### src/sorted_cross_index_table_core_macros.svh
// Assertion macros shared by the lookup table core.
// Depends on nothing; included by files that assert.
`ifndef SORTED_CROSS_INDEX_TABLE_CORE_MACROS_SVH
`define SORTED_CROSS_INDEX_TABLE_CORE_MACROS_SVH
// implication checked every clock outside reset
`define SXT_ASSERT_IMP(lbl, clk, rst, ante, cons, msg) \
   lbl: assert property (@(posedge clk) disable iff (rst) (ante) |-> (cons)) else $error(msg);
// implication checked on the clock after the antecedent
`define SXT_ASSERT_NEXT(lbl, clk, rst, ante, cons, msg) \
   lbl: assert property (@(posedge clk) disable iff (rst) (ante) |=> (cons)) else $error(msg);
`endif

### src/sxt_pkg.sv
// Shared types and constants for the sorted cross index table.
// No dependencies.
package sxt_pkg;
   localparam int NumCatalogs = 4;
   localparam int TableDepth  = 1024;
   localparam int CatW  = (NumCatalogs > 1) ? $clog2(NumCatalogs) : 1;
   localparam int PosW  = $clog2(TableDepth);
   localparam int CntW  = PosW + 1;
   localparam int AddrW = CatW + PosW;
   localparam logic [31:0] MissNumber = 32'hFFFF_FFFF;

   typedef enum logic [1:0] {
      MODE_CLEAR = 2'd0, MODE_INSERT = 2'd1, MODE_LOOKUP = 2'd2, MODE_REVERSE = 2'd3
   } mode_type;

   typedef enum logic [1:0] {
      ST_OK = 2'd0, ST_BAD_CATALOG = 2'd1, ST_FULL = 2'd2
   } status_type;

   typedef enum logic [2:0] {
      S_IDLE, S_SEARCH, S_SHIFT, S_WRITE, S_SCAN, S_CHECK, S_DONE
   } state_type;

   typedef struct packed {
      logic [1:0]  mode;
      logic [3:0]  catalog;
      logic [31:0] entry_key;
      logic [31:0] entry_value;
   } req_type;

   typedef struct packed {
      logic        found;
      logic [31:0] result_number;
      logic [1:0]  status;
   } rsp_type;

   typedef struct packed {
      logic             we;
      logic [AddrW-1:0] waddr;
      logic [31:0]      wkey;
      logic [31:0]      wval;
      logic [AddrW-1:0] raddr;
   } mem_ctl_type;
endpackage

### src/sxt_if.sv
// Valid/ready channel interface for request and response transfers.
// Depends on sxt_pkg.
interface sxt_req_if import sxt_pkg::*; ();
   logic    valid;
   logic    ready;
   req_type payload;
   modport source (output valid, output payload, input ready);
   modport sink (input valid, input payload, output ready);
endinterface

interface sxt_rsp_if import sxt_pkg::*; ();
   logic    valid;
   logic    ready;
   rsp_type payload;
   modport source (output valid, output payload, input ready);
   modport sink (input valid, input payload, output ready);
endinterface

### src/sxt_seq.sv
// Sequencer: binary search, insert shift, reverse scan over the shared store port.
// Depends on sxt_pkg, the channel interfaces and the macros header.
`include "sorted_cross_index_table_core_macros.svh"
module sxt_seq import sxt_pkg::*; (
   input  logic        clock,
   input  logic        reset,
   sxt_req_if.sink     req,
   sxt_rsp_if.source   rsp,
   output mem_ctl_type ctl,
   input  logic [31:0] rd_key,
   input  logic [31:0] rd_val
);
   state_type        state_ff, state_in;
   req_type          item_ff, item_in;
   logic [CntW-1:0]  counts_ff [NumCatalogs];
   logic [CntW-1:0]  lo_ff, lo_in, hi_ff, hi_in, idx_ff, idx_in, n_cur;
   logic [CntW-1:0]  mid;
   logic             pend_ff, pend_in;
   rsp_type          out_ff, out_in;
   logic [CatW-1:0]  cat;
   logic             bad_cat, go_right;

   assign cat     = item_ff.catalog[CatW-1:0];
   assign bad_cat = ({28'd0, item_ff.catalog} >= 32'(NumCatalogs));
   assign n_cur   = counts_ff[cat];
   assign mid     = lo_ff + ((hi_ff - lo_ff) >> 1);
   assign go_right = (item_ff.mode == MODE_INSERT) ? (rd_key <= item_ff.entry_key)
                                                   : (rd_key < item_ff.entry_key);

   always_comb begin
      state_in = state_ff;
      case (state_ff)
         S_IDLE: begin
            if (req.valid && req.ready) state_in = S_CHECK;
         end
         S_CHECK: begin
            state_in = S_DONE;
            if (!bad_cat) begin
               case (item_ff.mode)
                  MODE_CLEAR:   state_in = S_DONE;
                  MODE_INSERT:  if (n_cur < CntW'(TableDepth)) state_in = S_SEARCH;
                  MODE_LOOKUP:  state_in = S_SEARCH;
                  MODE_REVERSE: state_in = S_SCAN;
                  default:      state_in = S_DONE;
               endcase
            end
         end
         S_SEARCH: begin
            if (lo_ff >= hi_ff) begin
               if (item_ff.mode == MODE_INSERT) state_in = S_SHIFT;
               else if (idx_ff[0] == 1'b1) state_in = S_DONE;
            end
         end
         S_SHIFT:  state_in = S_WRITE;
         S_WRITE:  state_in = (idx_ff != lo_ff && hi_ff == '0) ? S_SHIFT : S_DONE;
         S_SCAN: begin
            if (hi_ff == '0) state_in = S_DONE;
            else if (lo_ff != '0) begin
               if (rd_val == item_ff.entry_value || idx_ff + 1'b1 >= n_cur)
                  state_in = S_DONE;
            end
         end
         S_DONE:   state_in = S_IDLE;
         default:  state_in = S_IDLE;
      endcase
   end

   always_comb begin
      item_in = item_ff;
      lo_in = lo_ff; hi_in = hi_ff; idx_in = idx_ff;
      pend_in = pend_ff; out_in = out_ff;
      ctl = '0;
      ctl.waddr = {cat, idx_ff[PosW-1:0]};
      ctl.wkey = item_ff.entry_key;
      ctl.wval = item_ff.entry_value;
      ctl.raddr = {cat, mid[PosW-1:0]};
      if (rsp.ready) pend_in = 1'b0;
      case (state_ff)
         S_IDLE: begin
            if (req.valid && req.ready) item_in = req.payload;
         end
         S_CHECK: begin
            lo_in = '0; hi_in = n_cur; idx_in = '0;
            out_in = '{found: 1'b0, result_number: MissNumber, status: ST_OK};
            if (bad_cat) out_in.status = ST_BAD_CATALOG;
            else if (item_ff.mode == MODE_INSERT && n_cur >= CntW'(TableDepth))
               out_in.status = ST_FULL;
         end
         S_SEARCH: begin
            // read issued at mid; evaluate on the cycle after (idx toggles phase)
            if (lo_ff >= hi_ff) begin
               if (item_ff.mode == MODE_INSERT) begin
                  idx_in = n_cur;
               end else if (idx_ff[0] == 1'b0) begin
                  idx_in = CntW'(1); // read at lo for equality
               end else begin
                  if (lo_ff < n_cur && rd_key == item_ff.entry_key) begin
                     out_in.found = 1'b1; out_in.result_number = rd_val;
                  end
               end
            end else if (idx_ff[0] == 1'b0) begin
               idx_in = CntW'(1);
            end else begin
               idx_in = '0;
               if (go_right) lo_in = mid + 1'b1; else hi_in = mid;
            end
         end
         S_SHIFT: begin
            ctl.raddr = {cat, PosW'(idx_ff - 1'b1)};
            if (idx_ff != lo_ff) hi_in = '0;
         end
         S_WRITE: begin
            ctl.we = 1'b1;
            if (idx_ff != lo_ff && hi_ff == '0) begin
               ctl.wkey = rd_key; ctl.wval = rd_val;
               idx_in = idx_ff - 1'b1; hi_in = CntW'(1);
            end
         end
         S_SCAN: begin
            ctl.raddr = {cat, idx_ff[PosW-1:0]};
            if (hi_ff == '0) begin
               // empty table
            end else if (lo_ff == '0) begin
               lo_in = CntW'(1);
            end else begin
               lo_in = '0;
               if (rd_val == item_ff.entry_value) begin
                  out_in.found = 1'b1; out_in.result_number = rd_key;
               end else if (idx_ff + 1'b1 < n_cur) begin
                  idx_in = idx_ff + 1'b1;
               end
            end
         end
         S_DONE: begin
            pend_in = 1'b1;
         end
         default: begin
         end
      endcase
   end

   assign req.ready = (state_ff == S_IDLE) && !(pend_ff && !rsp.ready);
   assign rsp.valid = pend_ff;
   assign rsp.payload = out_ff;

   always_ff @(posedge clock) begin
      if (reset) begin
         state_ff <= S_IDLE;
         pend_ff  <= 1'b0;
         for (int c = 0; c < NumCatalogs; c++) counts_ff[c] <= '0;
      end else begin
         state_ff <= state_in;
         pend_ff  <= pend_in;
         if (state_ff == S_CHECK && !bad_cat && item_ff.mode == MODE_CLEAR)
            counts_ff[cat] <= '0;
         if (state_ff == S_WRITE && state_in == S_DONE)
            counts_ff[cat] <= n_cur + 1'b1;
      end
      item_ff <= item_in;
      lo_ff <= lo_in; hi_ff <= hi_in; idx_ff <= idx_in; out_ff <= out_in;
   end

   `SXT_ASSERT_IMP(a_ready_idle, clock, reset, req.ready, state_ff == S_IDLE, "ready outside idle")
   `SXT_ASSERT_NEXT(a_done_pend, clock, reset, state_ff == S_DONE, pend_ff, "result not posted")
   `SXT_ASSERT_IMP(a_we_state, clock, reset, ctl.we, state_ff == S_WRITE, "write outside write")
   `SXT_ASSERT_IMP(a_cnt_lim, clock, reset, state_ff == S_CHECK, n_cur <= CntW'(TableDepth), "count overflow")
endmodule
### src/flat_wrapper.sv
// flat-port wrapper written by rule: the top's interface ports become plain ports
module sxt_seq_flat import sxt_pkg::*;
  (clock, reset, ctl, rd_key, rd_val, req_valid, req_payload, req_ready, rsp_valid, rsp_payload, rsp_ready);
  sxt_req_if req_i ();
  sxt_rsp_if rsp_i ();
  input  logic clock;
  input  logic reset;
  output mem_ctl_type ctl;
  input  logic [31:0] rd_key;
  input  logic [31:0] rd_val;
  input wire logic [$bits(req_i.valid)-1:0] req_valid;
  input wire logic [$bits(req_i.payload)-1:0] req_payload;
  output wire logic [$bits(req_i.ready)-1:0] req_ready;
  output wire logic [$bits(rsp_i.valid)-1:0] rsp_valid;
  output wire logic [$bits(rsp_i.payload)-1:0] rsp_payload;
  input wire logic [$bits(rsp_i.ready)-1:0] rsp_ready;
  assign req_i.valid = req_valid;
  assign req_i.payload = req_payload;
  assign req_ready = req_i.ready;
  assign rsp_valid = rsp_i.valid;
  assign rsp_payload = rsp_i.payload;
  assign rsp_i.ready = rsp_ready;
  sxt_seq u_core (.clock(clock), .reset(reset), .req(req_i), .rsp(rsp_i), .ctl(ctl), .rd_key(rd_key), .rd_val(rd_val));
endmodule
### config.mk
export PLATFORM = sky130hd
export DESIGN_NAME = sxt_seq_flat
export DESIGN_NICKNAME = d
export VERILOG_FILES = /design/src/sxt_pkg.sv /design/src/sxt_if.sv /design/src/sxt_seq.sv /design/src/flat_wrapper.sv
export VERILOG_INCLUDE_DIRS = /design/src /design/src/src
export SDC_FILE = /design/constraint.sdc
export NUM_CORES = 1
export LEC_CHECK = 0
export BUFFER_PORTS_ARGS = -buffer_cell sky130_fd_sc_hd__buf_4
export CAP_MARGIN = 20
export CELL_PAD_IN_SITES_DETAIL_PLACEMENT = 0
export CELL_PAD_IN_SITES_GLOBAL_PLACEMENT = 1
export CORE_ASPECT_RATIO = 2
export CORE_MARGIN = 2
export CORE_UTILIZATION = 43
export DETAILED_ROUTE_END_ITERATION = 10
export PLACE_DENSITY_LB_ADDON = 0.1
export SYNTH_ARGS = -nofsm -noshare
export SYNTH_HDL_FRONTEND = slang
export SYNTH_SLANG_ARGS = --single-unit
### constraint.sdc
create_clock -name clock -period 6.7 [get_ports clock]
set_clock_uncertainty 0.1 [all_clocks]
set_input_delay 0.335 -clock clock [delete_from_list [all_inputs] [get_ports clock]]
set_output_delay 0.335 -clock clock [all_outputs]
set_load 0.005 [all_outputs]
==> flow_metrics.tcl <==
set metrics [dict create \
    routed_via_density 5.61 \
    grt_first_pass_wirelength_um 62500 \
    postCtsResizedCells 0 \
    netlist_area_mm2 0.0117 \
    vdd.ir_drop.worst_uv 444 \
    powerDensity_mw_per_mm2 568 \
    hpwl_um 33800 \
    crit_arrival_ps 4430 \
    rsz_0062_raised_after_global_routing "no" \
    fmax_mhz 205 \
    period_minus_slack_ps 4870 \
    final-instance-count-excl-fill 1774 \
    clkSlewWorstSetupHoldPaths_ps 80 \
    min_delay_path_depth 2 \
    vias_in_the_first_global_route 10500 \
    synth.distinct_cells 65 \
    setup_viol_count_final 0 \
    ys_seq_elements 188 \
    critical_path_class "reg2out" \
    syn2layout_area_growth_pct 29.8 \
    cts.repair_timing.setup_buffer_count 0 \
    layout_common_cells "sky130_fd_sc_hd__buf_4, sky130_fd_sc_hd__edfxtp_1, sky130_fd_sc_hd__nand2_1" \
    seq_pwr_share_pct 25.9 \
    p_clk_share_pct 11.8 \
    power.switching_mw 4.06 \
    grt_remaining_overflow 0 \
    power.static_leakage_nw 6.07 \
    grtUsageTotal_pct 29.9 \
    initial_core_util_pct 43.6 \
    clock_sinks 188 \
    clock_tree.buffer_depth 2 \
    firstDrtPassIters 5 \
    drive_gt1_share_pct 25.8 \
    maxCapViolCount 0 \
    synth_warn 0 \
    asr_flop_ratio_synth_pct 0 \
    comb_power_share_pct 62.3 \
    crit_path_end_kind "primary output" \
    die_width_um 121 \
    dp_worst_setup_slack_ps 2250 \
    clockRootBuffer "sky130_fd_sc_hd__clkbuf_16" \
    syn_inst 1110 \
    dp_cells 1671 \
    drt.antenna.violating_nets 0 \
    antenna_found_initial 0 \
    synth_seq_area_share_pct 47.6 \
    hold_violations 0 \
    fillerInstances 2455 \
    timing.critical_path.required_ps 6260 \
    avgRoutedWirePerCell_um 23.9 \
    worst_hold_path_type "in2reg" \
    netSwitchingFraction_pct 47.0 \
    synth_enable_flop_cells 182 \
    timing.setup.tns_ps 0 \
    synthesis.nets 1327 \
    chipHeight_um 238 \
    route.final.wire_length_um 42500 \
    cts_made_buffers 17 \
    core-area_mm2 0.0269 \
    number_of_remaining_drc_errors 0 \
    dr_total_vias 9949 \
    design.final.nets 1629 \
    placedInstanceArea_mm2 0.0140 \
    die_area_mm2 0.0287 \
    worst-path-max-fanout 8 \
    synth-main-ff-cell "sky130_fd_sc_hd__edfxtp_1" \
    violation_count_after_the_first_detailed_routing_iteration 552 \
    clkLatencyLatePin_ps 460 \
    timing_max_transition_violations_final 0 \
    status "complete, no violations" \
    design.portCount 264 \
    place.port_buffers 263 \
    worst_slew_pin_slew_ps 1180 \
    finish.instance_area_mm2 0.0152 \
    postLayoutSetupSlackWorst_ps 1830 \
    place_congestion 0.947 \
    cts-htree-levels 4 \
    rr_worst_depth 11 \
    mostFrequentLayoutCell "sky130_fd_sc_hd__buf_4" \
    per_instance_average_area_after_synthesis_um2 10.6 \
    grt_max_degree 96 \
    max-slew-margin-rel_pct 20.6 \
    period_share_pct 72.7 \
    design_power_total_mw 8.65 \
    tritoncts "yes" \
    cell_internal_pwr_mw 4.59 \
    placementRows 85 \
    worstSetupStartpointType "flip-flop" \
]
## final timing paths
| kind | to | startpoint | slack (ps) |
|---|---|---|---|
| hold / removal | u_core.state_ff[2] | reset | 20 |
| hold reg to reg | u_core.state_ff[0] | u_core.item_ff[66] | 530 |
| setup / recovery | ctl[8] | u_core.lo_ff[0] | 1830 |
| setup reg to reg | u_core.idx_ff[8] | u_core.idx_ff[0] | 2160 |
## cell families (layout without fill, tap and decap cells)
family,after synthesis,count (layout),share of synthesized area [%]
AOI/OAI and AO/OA,233,233,13.3
xor gates and xnor gates,87,87,6.49
adders and majority gates,79,79,8.55
buffers and inverters,135,450,4.97
DFF,188,188,47.6
muxes,46,46,5.45
other,0,1,0
and+or+nand+nor,342,342,13.7
## cells in the mapped netlist (all sizes together) (6+ instances only)
cell type | number | area share (%)
buf | 28 | 1.5
o21ai | 71 | 3.0
a21oi | 38 | 1.7
xor2 | 8 | 0.60
nand2b | 7 | 0.37
o211ai | 8 | 0.51
nor2b | 13 | 0.76
a22o | 8 | 0.60
clkbuf | 33 | 1.1
edfxtp | 182 | 47
and3 | 7 | 0.37
nand4 | 21 | 1.1
nand3 | 20 | 0.85
nor4 | 15 | 0.93
mux2 | 33 | 3.2
a221o | 14 | 1.2
nor3 | 20 | 0.90
nand2 | 128 | 4.1
dfxtp | 6 | 1.0
ha | 77 | 8.2
a21o | 13 | 0.83
mux4 | 11 | 2.1
xnor2 | 79 | 5.9
nor2 | 88 | 2.8
a22oi | 36 | 2.3
inv | 74 | 2.4
## flip-flops by register name, summed over array words and instances (netlist names), named ones only
signal              flops
u_core.item_ff         68
u_core.idx_ff          11
u_core.lo_ff           11
u_core.counts_ff       44
u_core.state_ff         3
u_core.ctl              2
u_core.rsp.payload     35
u_core.hi_ff           11
u_core.rsp.valid        1
## worst max-delay path, cell delays in order (launching register included)
cell and delay, ps:
sky130_fd_sc_hd__edfxtp_1 470, sky130_fd_sc_hd__ha_1 280, sky130_fd_sc_hd__inv_1 70, sky130_fd_sc_hd__fa_1 410, sky130_fd_sc_hd__a21o_1 200, sky130_fd_sc_hd__a21oi_1 230
sky130_fd_sc_hd__o21ba_2 180, sky130_fd_sc_hd__o21ai_0 100, sky130_fd_sc_hd__xor2_1 170, sky130_fd_sc_hd__ha_1 410, sky130_fd_sc_hd__o21a_1 160, sky130_fd_sc_hd__o21ai_0 70
sky130_fd_sc_hd__a22oi_1 310, sky130_fd_sc_hd__xor2_1 560, sky130_fd_sc_hd__a221o_1 250, sky130_fd_sc_hd__buf_4 100
## power by group through the flow
stage	registers, mW	clock network, mW	logic, mW
final	2.24	1.02	5.39
after global routing	2.27	1.07	5.91
after CTS	2.23	1.03	5.39
after detailed placement	2.25	0	5.32
after global placement	2.25	0	5.29
after floorplan	2.02	0	3.44
## cell type report
cell class / count / area (um^2) / share of cell area (%)
tap: 348 / 435 / 2.86
clock inverter: 15 / 154 / 1.01
sequential: 188 / 5590 / 36.7
clock buffer: 17 / 425 / 2.79
inverter: 74 / 278 / 1.82
multi-input combinational: 787 / 5600 / 36.7
timing repair buffer: 344 / 2760 / 18.1
antenna: 1 / 2.50 / 0.0164
## through the flow
step | util, % | hold WS, ps
2_1_floorplan | - | 334
3_3_place_gp | 51.9 | 413
3_5_place_dp | 51.9 | 414
4_1_cts | 56.6 | 5.49
5_1_grt | 56.6 | 18.0
6_report | 56.6 | 22.5
## per-layer routing
metal / part of all wire, % / track usage (%) / vias to the layer above / wire, um
li1: - / - / 4680 / -
met1: 30 / 25.1 / 4740 / 12600
met2: 57 / 58.3 / 396 / 24100
met3: 5.6 / 7.13 / 133 / 2370
met4: 7.8 / 21.0 / 0 / 3320
met5: 0 / 0 / - / 0
## repair_timing
action,4_1_cts,5_1_grt
hold buffers,70,0
hold endpoints to repair,72,0
endpoints found under the setup margin,0,0
No activity file was read; power rests on OpenSTA's default activity.
